<file path="src/hw/rtl/utxbt_pkg.sv">
`default_nettype none

package utxbt_pkg;

    // Fixed widths of the transmit model.
    localparam int WORD_W    = 16;
    localparam int TICKP_W   = 19;
    localparam int COUNT_W   = 32;
    localparam int LINE_W    = 9;
    localparam int DIV_STEPS = TICKP_W;
    localparam int STEP_W    = $clog2(DIV_STEPS);

    localparam logic [LINE_W-1:0] LINE_LENGTH_RESET = 9'd227;

    // Period register fields.
    localparam logic [WORD_W-1:0] PERIOD_LOW_MASK = 16'h7fff;
    localparam int                NINE_BIT_POS    = 15;

    // Status word bits.
    localparam logic [WORD_W-1:0] STAT_TBE   = 16'h2000;
    localparam logic [WORD_W-1:0] STAT_TSRE  = 16'h1000;
    localparam logic [WORD_W-1:0] STAT_FIXED = 16'h0800;

    // Configuration register indexes.
    localparam logic CFG_LINE_LENGTH = 1'b0;
    localparam logic CFG_CYCLE_EXACT = 1'b1;

    typedef enum logic [1:0] {
        ACT_PERIOD = 2'd0,
        ACT_DATA   = 2'd1,
        ACT_STATUS = 2'd2,
        ACT_TICK   = 2'd3
    } action_t;

    typedef enum logic {
        ST_IDLE = 1'b0,
        ST_DIV  = 1'b1
    } state_t;

    typedef struct packed {
        action_t             action;
        logic [WORD_W-1:0]   write_data;
    } in_t;

    typedef struct packed {
        logic [WORD_W-1:0]   read_data;
        logic                tbe_irq;
        logic                load_valid;
        logic [WORD_W-1:0]   shift_word;
    } out_t;

endpackage

`default_nettype wire

</file>
<file path="src/hw/rtl/uart_tx_buffer_timing.sv">
`default_nettype none

// UART transmit holding buffer and shift register timing.
// Requests arrive on the in_valid/in_ready channel; each carries one action:
// a period register write, a data register write, a status read or one
// line-sync tick. Every request produces exactly one result on the
// out_valid/out_ready channel, carrying the status word, the buffer-empty
// interrupt flag and the word loaded into the shift register, if any.
// Data writes, status reads, ticks and period writes that repeat the stored
// value have their result registered at the accepting edge.
// A period write that changes the period starts a restoring divider that
// produces one quotient bit per cycle over 19 divide steps plus hand-off;
// in_ready stays low meanwhile. The line length and cycle-exact mode live
// in an APB port and must only be written while the block is idle.
// Reset clears all state: period zero, ticks ignored, buffer and shifter
// empty, line length 227. When the receiver stalls, the result waits in the
// output register and a new request is taken only in the cycle in which that
// result is taken as well.
module uart_tx_buffer_timing (
    input  wire logic               clk,
    input  wire logic               rst_n,

    input  wire logic               in_valid,
    output logic                    in_ready,
    input  wire utxbt_pkg::in_t     in_data,

    output logic                    out_valid,
    input  wire logic               out_ready,
    output utxbt_pkg::out_t         out_data,

    input  wire logic               psel,
    input  wire logic               penable,
    input  wire logic               pwrite,
    input  wire logic [2:0]         paddr,
    input  wire logic [31:0]        pwdata,
    output logic [31:0]             prdata,
    output logic                    pready
);

    // Configuration registers.
    logic [utxbt_pkg::LINE_W-1:0]       line_length_reg;
    logic                               cycle_exact_reg;
    logic                               cfg_write;

    // Transmit state.
    utxbt_pkg::state_t                  state_reg, state_next;
    logic [utxbt_pkg::WORD_W-1:0]       period_reg, period_next;
    logic [utxbt_pkg::TICKP_W-1:0]      tp_reg, tp_next;
    logic [utxbt_pkg::COUNT_W-1:0]      count_reg, count_next;
    logic [utxbt_pkg::TICKP_W-1:0]      res1_reg, res1_next;
    logic [utxbt_pkg::TICKP_W-1:0]      res2_reg, res2_next;
    logic [utxbt_pkg::WORD_W-1:0]       hold_word_reg, hold_word_next;
    logic                               hold_full_reg, hold_full_next;
    logic                               busy_reg, busy_next;
    logic                               out_valid_reg, out_valid_next;
    utxbt_pkg::out_t                    out_data_reg, out_data_next;

    logic                               in_fire;
    logic [utxbt_pkg::WORD_W-1:0]       wdata;
    logic                               wnz;
    logic                               tp_gt1;

    // Data write path.
    logic                               ld_old;
    logic                               busy_mid;
    logic                               ld_new;

    // Tick path.
    logic [utxbt_pkg::COUNT_W-1:0]      count_inc;
    logic [utxbt_pkg::TICKP_W-1:0]      tp_minus1;
    logic [utxbt_pkg::TICKP_W-1:0]      res1_inc;
    logic [utxbt_pkg::TICKP_W-1:0]      res2_inc;
    logic [utxbt_pkg::TICKP_W-1:0]      res1_new;
    logic [utxbt_pkg::TICKP_W-1:0]      res2_new;
    logic                               tick_hit;
    logic                               ld_tick;

    // Divider hand-off.
    logic [utxbt_pkg::WORD_W-1:0]       period_term;
    logic [utxbt_pkg::TICKP_W-1:0]      term_ext;
    logic [utxbt_pkg::TICKP_W-1:0]      numer;
    logic [utxbt_pkg::LINE_W-1:0]       divisor;
    logic                               div_start;
    logic                               div_done;
    logic [utxbt_pkg::TICKP_W-1:0]      quotient;

    // ------------------------------------------------------------------
    // Configuration port.
    // ------------------------------------------------------------------
    assign pready    = 1'b1;
    assign cfg_write = psel && penable && pwrite;

    always_ff @(posedge clk or negedge rst_n)
    begin
        if (!rst_n)
        begin
            line_length_reg <= utxbt_pkg::LINE_LENGTH_RESET;
            cycle_exact_reg <= 1'b0;
        end
        else if (cfg_write)
        begin
            if (paddr[2] == utxbt_pkg::CFG_LINE_LENGTH)
            begin
                line_length_reg <= pwdata[utxbt_pkg::LINE_W-1:0];
            end
            else
            begin
                cycle_exact_reg <= pwdata[0];
            end
        end
    end

    always_comb
    begin
        if (paddr[2] == utxbt_pkg::CFG_LINE_LENGTH)
        begin
            prdata = {{(32 - utxbt_pkg::LINE_W){1'b0}}, line_length_reg};
        end
        else
        begin
            prdata = {31'b0, cycle_exact_reg};
        end
    end

    // ------------------------------------------------------------------
    // Datapath helpers.
    // ------------------------------------------------------------------
    assign in_ready = (state_reg == utxbt_pkg::ST_IDLE) && (!out_valid_reg || out_ready);
    assign in_fire  = in_valid && in_ready;
    assign wdata    = in_data.write_data;
    assign wnz      = wdata != '0;
    assign tp_gt1   = tp_reg > utxbt_pkg::TICKP_W'(1);

    // A data write first drains a waiting buffer into an idle shifter, then
    // stores the new word and, if it is nonzero, tries to load it as well.
    assign ld_old   = !busy_reg && hold_full_reg;
    assign busy_mid = ld_old ? tp_gt1 : busy_reg;
    assign ld_new   = wnz && !busy_mid;

    // Residues of the tick count modulo period-1 and modulo period are kept
    // incrementally. A wrap of the 32-bit count lands on zero, which every
    // modulus divides, so both residues restart there.
    assign count_inc = count_reg + 1'b1;
    assign tp_minus1 = tp_reg - 1'b1;
    assign res1_inc  = res1_reg + 1'b1;
    assign res2_inc  = res2_reg + 1'b1;
    assign res1_new  = (count_inc == '0 || res1_inc == tp_minus1) ? '0 : res1_inc;
    assign res2_new  = (count_inc == '0 || res2_inc == tp_reg) ? '0 : res2_inc;
    assign tick_hit  = (tp_reg == utxbt_pkg::TICKP_W'(1)) || (res1_new == '0)
                       || ((res2_new == '0) && !cycle_exact_reg);
    assign ld_tick   = tick_hit && busy_reg && hold_full_reg;

    // Numerator (low15 + 1) * (9 + ninebit) built from shifts and adds.
    assign period_term = (wdata & utxbt_pkg::PERIOD_LOW_MASK) + 1'b1;
    assign term_ext    = {{(utxbt_pkg::TICKP_W - utxbt_pkg::WORD_W){1'b0}}, period_term};
    assign numer       = (term_ext << 3) + term_ext
                         + (wdata[utxbt_pkg::NINE_BIT_POS] ? term_ext : '0);
    assign divisor     = (line_length_reg == '0) ? utxbt_pkg::LINE_W'(1) : line_length_reg;

    utxbt_div u_div (
        .clk      (clk),
        .rst_n    (rst_n),
        .start    (div_start),
        .dividend (numer),
        .divisor  (divisor),
        .done     (div_done),
        .quotient (quotient)
    );

    // ------------------------------------------------------------------
    // Sequencer and request handling.
    // ------------------------------------------------------------------
    always_comb
    begin
        state_next     = state_reg;
        period_next    = period_reg;
        tp_next        = tp_reg;
        count_next     = count_reg;
        res1_next      = res1_reg;
        res2_next      = res2_reg;
        hold_word_next = hold_word_reg;
        hold_full_next = hold_full_reg;
        busy_next      = busy_reg;
        out_valid_next = out_valid_reg && !out_ready;
        out_data_next  = out_data_reg;
        div_start      = 1'b0;

        case (state_reg)
            utxbt_pkg::ST_IDLE:
            begin
                if (in_fire)
                begin
                    out_data_next = '0;
                    case (in_data.action)
                        utxbt_pkg::ACT_PERIOD:
                        begin
                            if (wdata != period_reg)
                            begin
                                period_next = wdata;
                                count_next  = '0;
                                res1_next   = '0;
                                res2_next   = '0;
                                div_start   = 1'b1;
                                state_next  = utxbt_pkg::ST_DIV;
                            end
                            else
                            begin
                                out_valid_next = 1'b1;
                            end
                        end
                        utxbt_pkg::ACT_DATA:
                        begin
                            hold_word_next = wdata;
                            hold_full_next = wnz ? !ld_new : (hold_full_reg && !ld_old);
                            busy_next      = ld_new ? tp_gt1 : busy_mid;
                            out_data_next.tbe_irq    = ld_old || ld_new;
                            out_data_next.load_valid = ld_old || ld_new;
                            if (ld_new)
                            begin
                                out_data_next.shift_word = wdata;
                            end
                            else if (ld_old)
                            begin
                                out_data_next.shift_word = hold_word_reg;
                            end
                            out_valid_next = 1'b1;
                        end
                        utxbt_pkg::ACT_STATUS:
                        begin
                            out_data_next.read_data = utxbt_pkg::STAT_FIXED
                                | (hold_full_reg ? '0 : utxbt_pkg::STAT_TBE)
                                | (busy_reg ? '0 : utxbt_pkg::STAT_TSRE);
                            out_valid_next = 1'b1;
                        end
                        utxbt_pkg::ACT_TICK:
                        begin
                            if (tp_reg != '0)
                            begin
                                count_next = count_inc;
                                res1_next  = res1_new;
                                res2_next  = res2_new;
                                if (tick_hit && busy_reg)
                                begin
                                    busy_next = ld_tick ? tp_gt1 : 1'b0;
                                    if (ld_tick)
                                    begin
                                        hold_full_next           = 1'b0;
                                        out_data_next.tbe_irq    = 1'b1;
                                        out_data_next.load_valid = 1'b1;
                                        out_data_next.shift_word = hold_word_reg;
                                    end
                                end
                            end
                            out_valid_next = 1'b1;
                        end
                        default:
                        begin
                            out_valid_next = 1'b1;
                        end
                    endcase
                end
            end
            utxbt_pkg::ST_DIV:
            begin
                if (div_done)
                begin
                    tp_next        = (quotient == '0) ? utxbt_pkg::TICKP_W'(1) : quotient;
                    out_data_next  = '0;
                    out_valid_next = 1'b1;
                    state_next     = utxbt_pkg::ST_IDLE;
                end
            end
            default:
            begin
                state_next = utxbt_pkg::ST_IDLE;
            end
        endcase
    end

    always_ff @(posedge clk or negedge rst_n)
    begin
        if (!rst_n)
        begin
            state_reg     <= utxbt_pkg::ST_IDLE;
            period_reg    <= '0;
            tp_reg        <= '0;
            count_reg     <= '0;
            res1_reg      <= '0;
            res2_reg      <= '0;
            hold_word_reg <= '0;
            hold_full_reg <= 1'b0;
            busy_reg      <= 1'b0;
            out_valid_reg <= 1'b0;
        end
        else
        begin
            state_reg     <= state_next;
            period_reg    <= period_next;
            tp_reg        <= tp_next;
            count_reg     <= count_next;
            res1_reg      <= res1_next;
            res2_reg      <= res2_next;
            hold_word_reg <= hold_word_next;
            hold_full_reg <= hold_full_next;
            busy_reg      <= busy_next;
            out_valid_reg <= out_valid_next;
        end
    end

    always_ff @(posedge clk)
    begin
        out_data_reg <= out_data_next;
    end

    assign out_valid = out_valid_reg;
    assign out_data  = out_data_reg;

    // ------------------------------------------------------------------
    // Assertions.
    // ------------------------------------------------------------------

    // An idle shifter never leaves a full buffer waiting.
    a_idle_shifter_drains: assert property (@(posedge clk) disable iff (!rst_n)
        !busy_reg |-> !hold_full_reg)
        else $error("idle shifter with full holding buffer");

    // Once a period is programmed, the tick period never returns to zero.
    a_period_sticky: assert property (@(posedge clk) disable iff (!rst_n)
        tp_reg != '0 |=> tp_reg != '0)
        else $error("tick period fell back to zero");

    // No request is taken while the divider works.
    a_no_accept_in_div: assert property (@(posedge clk) disable iff (!rst_n)
        state_reg == utxbt_pkg::ST_DIV |-> !in_ready)
        else $error("request accepted during period division");

    // With a tick period above one, the residues stay below the period and below period-1.
    a_residue_range: assert property (@(posedge clk) disable iff (!rst_n)
        tp_gt1 |-> (res2_reg < tp_reg) && (res1_reg < tp_minus1))
        else $error("tick residue out of range");

endmodule

`default_nettype wire

</file>
<file path="src/hw/rtl/utxbt_div.sv">
`default_nettype none

// Restoring divider that retires one quotient bit per cycle.
module utxbt_div (
    input  wire logic                               clk,
    input  wire logic                               rst_n,
    input  wire logic                               start,
    input  wire logic [utxbt_pkg::TICKP_W-1:0]      dividend,
    input  wire logic [utxbt_pkg::LINE_W-1:0]       divisor,
    output logic                                    done,
    output logic [utxbt_pkg::TICKP_W-1:0]           quotient
);

    logic                               busy_reg;
    logic                               done_reg;
    logic [utxbt_pkg::STEP_W-1:0]       step_reg;
    logic [utxbt_pkg::TICKP_W-1:0]      quo_reg;
    logic [utxbt_pkg::LINE_W-1:0]       rem_reg;
    logic [utxbt_pkg::LINE_W-1:0]       div_reg;

    logic [utxbt_pkg::LINE_W:0]         trial;
    logic [utxbt_pkg::LINE_W:0]         diff;
    logic                               fits;

    assign trial = {rem_reg, quo_reg[utxbt_pkg::TICKP_W-1]};
    assign diff  = trial - {1'b0, div_reg};
    assign fits  = trial >= {1'b0, div_reg};

    always_ff @(posedge clk or negedge rst_n)
    begin
        if (!rst_n)
        begin
            busy_reg <= 1'b0;
            done_reg <= 1'b0;
            step_reg <= '0;
        end
        else
        begin
            done_reg <= 1'b0;
            if (start)
            begin
                busy_reg <= 1'b1;
                step_reg <= utxbt_pkg::STEP_W'(utxbt_pkg::DIV_STEPS - 1);
            end
            else if (busy_reg)
            begin
                step_reg <= step_reg - 1'b1;
                if (step_reg == '0)
                begin
                    busy_reg <= 1'b0;
                    done_reg <= 1'b1;
                end
            end
        end
    end

    always_ff @(posedge clk)
    begin
        if (start)
        begin
            quo_reg <= dividend;
            rem_reg <= '0;
            div_reg <= divisor;
        end
        else if (busy_reg)
        begin
            quo_reg <= {quo_reg[utxbt_pkg::TICKP_W-2:0], fits};
            rem_reg <= fits ? diff[utxbt_pkg::LINE_W-1:0] : trial[utxbt_pkg::LINE_W-1:0];
        end
    end

    assign done     = done_reg;
    assign quotient = quo_reg;

endmodule

`default_nettype wire

</file>
<file path="config.mk">
export PLATFORM = sky130hd
export DESIGN_NAME = uart_tx_buffer_timing
export DESIGN_NICKNAME = d
export VERILOG_FILES = /design/src/hw/rtl/utxbt_pkg.sv /design/src/hw/rtl/uart_tx_buffer_timing.sv /design/src/hw/rtl/utxbt_div.sv
export SDC_FILE = /design/constraint.sdc
export NUM_CORES = 1
export LEC_CHECK = 0
export BUFFER_PORTS_ARGS = -buffer_cell sky130_fd_sc_hd__clkbuf_2
export CORE_ASPECT_RATIO = 1.2
export CORE_MARGIN = 4
export CORE_UTILIZATION = 36
export DETAILED_ROUTE_END_ITERATION = 8
export SLEW_MARGIN = 25
export SYNTH_ARGS = -nofsm -noshare
export SYNTH_HDL_FRONTEND = slang
export SYNTH_HIERARCHICAL = 1
export SYNTH_SLANG_ARGS = --single-unit
</file>
<file path="constraint.sdc">
create_clock -name clk -period 10.3 [get_ports clk]
set_clock_uncertainty 0.1 [all_clocks]
set_input_delay 1.03 -clock clk [delete_from_list [all_inputs] [get_ports clk]]
set_output_delay 1.03 -clock clk [all_outputs]
set_load 0.05 [all_outputs]
</file>
# --- Yosys cells after proc, flatten, opt, wreduce, memory -nomap -nowiden ---
# Index checks and enable logic that the tools add are counted.
word_totals:
  elab_cells: 153
  mem_count: 0
  register_bits: 213
  latch_bits: 0
  in_bits: 60
  ramBits: 0
  rom_bits: 0
classes:
  n_mux: 58
  reduce_logical: 46
  div: 0
  shifts: 0
  n_mul: 0
  bitwise_logic: 3
  n_eq_ne: 13
  addsub: 9
  n_lt_le_gt_ge: 2
ops:
  columns: ["operator", "count"]
  rows:
  - ["2-to-1 mux 19 bit", 8]
  - ["one-hot mux 19 bit (2 select lines)", 2]
  - ["2-to-1 mux 34 bit", 2]
  - ["one-hot mux 34 bit (2 select lines)", 1]
  - ["2-to-1 mux 32 bit", 2]
  - ["one-hot mux 32 bit (2 select lines)", 1]
  - ["zero test 19 bit", 3]
  - ["2-to-1 mux 18 bit", 3]
  - ["2-to-1 mux 16 bit", 3]
  - ["adder 19 x 1 -> 19 bit, second input constant", 2]
  - ["adder 19 x 16 -> 19 bit", 2]
  - ["equality test 19 bit", 2]
  - ["one-hot mux 18 bit (2 select lines)", 1]
  - ["adder 32 x 1 -> 32 bit, second input constant", 1]
  - ["zero test 32 bit", 1]
  - ["2-to-1 mux 14 bit", 2]
  - ["2-to-1 mux 1 bit", 23]
  - ["equality test 19 x 1 -> 1 bit, second input constant", 1]
  - ["> comparator 19 x 1 -> 1 bit, second input constant", 1]
  - ["nonzero test 19 bit", 1]
  - ["subtractor 19 x 1 -> 19 bit, second input constant", 1]
  - ["2-to-1 mux 9 bit", 2]
  - ["adder 15 x 1 -> 16 bit, second input constant", 1]
  - ["inequality test 16 bit", 1]
  - ["26 further kinds", 64]

# --- Depth between registers and ports, before layout ---
logic_depth:
  depth_word: 15
  depth_mapped: 18

# --- By module ---
# The synthesis kept the hierarchy.
modules_own_cells:
  columns: ["mod", "cells_each", "n_inst", "area_per_inst_um2"]
  rows:
  - ["uart_tx_buffer_timing", 1383, 1, 11961.5]
  - ["utxbt_div", 192, 1, 2292.2]

# --- Worst setup path after synthesis ---
# Ideal clock, no wire load.
synth_path:
  kind: "input port to flip-flop"
  startpoint: "input in_data[2] (netlist name)"
  endpoint: "register u_div.quo_reg (netlist bit u_div/quotient[15]), data pin"
  cell_stages: 16
  setup_ns: 0.260
  t_arrival_ns: 4.460
  required_time_ns: 9.940
  path_slack_ns: 5.480
  cell_sequence: "clkbuf_1 -> and3_1 -> and3_1 -> and3_1 -> nand2_1 -> nor2_1 -> xor2_1 -> and2_1 -> fa_1 -> ha_1 -> or3_1 -> o21ai_0 -> o31ai_1 -> a211oi_1 -> nor3_1 -> mux2_2"
synth_between:
  word_cells_on_any_way: 10
  classes_between: "add/sub (3); eq/ne (1); mux (6)"
synth_lines:
  columns: ["item", "line_no", "text"]
  rows:
  - ["start: declaration", "uart_tx_buffer_timing.sv:25", "input wire utxbt_pkg::in_t in_data,"]
  - ["adder 15 x 1 -> 16 bit *", "uart_tx_buffer_timing.sv:154", "assign period_term = (wdata & utxbt_pkg::PERIOD_LOW_MASK) + 1'b1;"]
  - ["adder 19 x 16 -> 19 bit / 2-to-1 mux 16 bit (equally long branches)", "uart_tx_buffer_timing.sv:156, uart_tx_buffer_timing.sv:157", null]
  - ["adder 19 x 16 -> 19 bit *", "uart_tx_buffer_timing.sv:157", "+ (wdata[utxbt_pkg::NINE_BIT_POS] ? term_ext : '0);"]
  - ["net numer, one bit", "uart_tx_buffer_timing.sv:81", "logic [utxbt_pkg::TICKP_W-1:0] numer;"]
  - ["2-to-1 mux 19 bit *", "utxbt_div.sv:59", "if (start)"]
  - ["end signal: assignment", "utxbt_div.sv:61", "quo_reg <= dividend;"]
  - ["end signal: assignment", "utxbt_div.sv:67", "quo_reg <= {quo_reg[utxbt_pkg::TICKP_W-2:0], fits};"]
  - ["end: declaration", "utxbt_div.sv:17", "logic [utxbt_pkg::TICKP_W-1:0] quo_reg;"]
# The timed path passes the listed nets; every way through them passes the cells marked *.
# A chain may end at the register's enable or synchronous reset.

# --- Worst setup path in the final report ---
layout_path:
  startpoint: "input in_data[0] (netlist name)"
  endpoint: "register u_div.quo_reg (netlist bit u_div/quotient[18]), data pin"
# The elaborated chain is that of the path after synthesis.

==> metrics <==
antenna violations before repair 0; Max FO, Critical Path 7; CP cell instances clkbuf_2 -> ha_1 -> nand3_1 -> xnor2_1 -> and2_1 -> fa_1 -> ha_1 -> a21o_1 -> a21oi_1 -> o21bai_1 -> a21oi_1 -> o21ai_0 -> nand4_1 -> a31oi_1 -> a41oi_1 -> xnor2_1 -> mux2_2; Clock Root Buffer clkbuf_16; min cycle time layout 4.74 ns; DRT Pass-1 Iters 5; Final Net Count 1657; Post-CTS Resized 0; Reg clk slew, reported paths 0.07 ns; IO buf count 66; postcts setup bufs 0; Crit path required time 10.41 ns; Clk network pwr share 39.2%; endpoint type of the worst setup path flip-flop; top_reg_cell synth dfrtp_1; # IOs 129; first-pass GRT wire length 56100 um; Syn. warnings 6; DR vias/cell 5.44; most common cell in the synthesized netlist nand2_1; Placed Instances 2056; DR WL/cell 16.1 um; final setup TNS 0 ns; number of flip-flops in the largest register 32; Total GRT Usage 15.8%; leading area contributor after synthesis dfrtp_1; CTS Buf Count 17; Slew HR 38.9%; sequential power share 48.4%; die area 42900 um2; grt ovf 0; CTS max path bufs 2; WHS 0.379 ns; Final Cycle Share 46.0%; post-synthesis register bit count 199; WL met1 14700 um; gpl congestion 0.898; Post-DP HPWL 24400 um; syn avg cell area 9.05 um2; largest cells by area after synthesis dfrtp_1, edfxtp_1, xnor2_1; final non-filler cell area 15200 um2; CP top delay family compound AO/OA/AOI/OAI gates; RSZ-0062 raised after global routing false; combinational share of power 12.5%; CTS tree yes; Startpoint Class primary input; Worst Setup Path Type primary input to flip-flop; DRC Markers 0; ratio of cells with drive above 1 in the final layout 14.4%; PnR Total Power 1.71 mW; post-route ant nets 0; Max Slew Vio Count 0; Die Width 190 um; Sw Share 27.5%; Clk Latency, worst-skew pair 0.46 ns; Max Freq 0.211 GHz; Via Count 11.4k; clock sink count 199; Hold Vio Cnt, Final 0; Synth top area share 24.1%; Cell Rows 79; Cell Area, Placed 14600 um2; setup violators final 0; hold crit path type flip-flop to flip-flop; CP Buf/Inv Count 1; status completed; Pleak 6.01 nW; Total Wirelength 33600 um; CTS hold repair buffers 0; Iteration-0 DRC Markers 609; Arrival @ worst endpoint 4.85 ns; distinct cell type count of the synthesized netlist 89; slowest library cell on the worst path fa_1; Area growth syn-to-layout 6.66%; net switching power 469 uW; Cell Pwr Density 112 nW/um2; pin count of the biggest net entering global routing 95; met2 WL 17200 um; Internal 1.24 mW; CTS HTree Levels 4; Seq/Total Area, Yosys 36.4%; synthesized instance count 1575; number of global-route vias before repair 11.1k; metal3 WL 837 um; Max-Cap Viols 0; ant diodes 0; worst slew pin tran 0.916 ns; Synth async-reset ratio 71.4%; Post-Syn Area 14300 um2; number of synthesized flops with an enable pin 48; Peak VDD IR 0.121 mV; Initial Util 36.6%; total core area 38900 um2; Post-Layout Cell Count 2088; uppermost layer routed met4; synth cell count leaders nand2_1, dfrtp_1, xnor2_1; Crit path largest cell delay 0.42 ns; Die Height 226 um
[area by class of cell]
cell class              instances  area, um2
flip-flops and latches        199       5180
fillers                      3944      23700
clock inverters                10        114
clock buffers                  22        454
well taps                     526        658
multi-input cells            1201       8190
repair buffers                 75        404
inverters                      55        206
[power groups by stage]
stage | clock, mW | combinational, mW | sequential [mW]
5_1_grt | 0.718 | 0.236 | 0.828
4_1_cts | 0.690 | 0.214 | 0.826
6_report | 0.669 | 0.213 | 0.827
3_3_place_gp | 0 | 0.210 | 0.843
2_1_floorplan | 0 | 0.180 | 0.839
3_5_place_dp | 0 | 0.213 | 0.843
[final timing paths]
path	from	end	cells past startpoint	slack, ns
worst max-delay path	in_data[0]	u_div/quotient[18]	17	5.56
worst min-delay path	hold_word_reg[11]	hold_word_reg[11]	2	0.38
worst max register to register	res2_reg[0]	out_data[1]	10	5.99
worst min register to register	hold_word_reg[11]	hold_word_reg[11]	2	0.38
max in group asynchronous	rst_n	u_div/step_reg[0]	2	8.30
min in group asynchronous	rst_n	count_reg[24]	1	0.58
[cell usage in the layout, fill, tap and decap left out, types with 8 or more instances in the layout]
| master | n |
|---|---|
| clkbuf_2 | 65 |
| or4_1 | 12 |
| o21ai_2 | 10 |
| conb_1 | 38 |
| nand4_1 | 49 |
| o211ai_1 | 9 |
| nor2b_1 | 14 |
| or3_1 | 18 |
| nor4_1 | 28 |
| nand3_1 | 61 |
| and3_1 | 28 |
| mux2i_1 | 11 |
| nand2b_1 | 8 |
| nor3_1 | 39 |
| and2_1 | 21 |
| a211oi_1 | 13 |
| dfrtp_1 | 137 |
| ha_1 | 34 |
| buf_4 | 9 |
| o31ai_1 | 11 |
| mux2_2 | 67 |
| edfxtp_1 | 48 |
| a21oi_1 | 40 |
| fa_1 | 14 |
| nor2_1 | 78 |
| nand2_1 | 179 |
| a21o_1 | 12 |
| xor2_1 | 33 |
| dfxtp_1 | 9 |
| clkbuf_16 | 17 |
| xnor2_1 | 106 |
| o21ai_0 | 87 |
| inv_1 | 55 |
| nand3b_1 | 8 |
| a31oi_1 | 36 |
[worst reg2reg max path: stages (launching register included)]
cell	delay [ns]
dfrtp_1	0.45
ha_1	0.35
nand4_1	0.37
nor4_2	0.75
inv_1	0.21
and4b_1	0.25
a31oi_1	0.29
o311a_1	0.27
o2111ai_4	0.21
a21oi_4	0.56
o21ai_0	0.24
[per-stage QoR]
| stage | util (%) | setup slack (ns) |
|---|---|---|
| final | 39.0 | 5.56 |
| after global placement | 37.6 | 5.20 |
| after global routing | 39.0 | 5.27 |
| after floorplan | - | 5.48 |
| after CTS | 39.0 | 5.60 |
| after detailed placement | 37.6 | 5.11 |
[routing by layer]
layer	vias up	GRT usage [%]
met5	-	0
met4	0	6.33
met3	52	2.21
met2	184	28.0
met1	5584	19.4
li1	5542	-
[cells by family (layout without fill, tap and decap cells)]
kind of cell	after synthesis	after routing	share of synthesized area, %
xor gates and xnor gates	140	140	8.70
adders and majority gates	48	48	4.95
muxes	78	78	6.07
DFF	199	199	36.4
buffers and inverters	211	162	7.29
and+or+nand+nor	598	598	22.5
other	2	38	0.0527
AOI/OAI and AO/OA	299	299	14.1
Power figures use the tool's default switching activity.
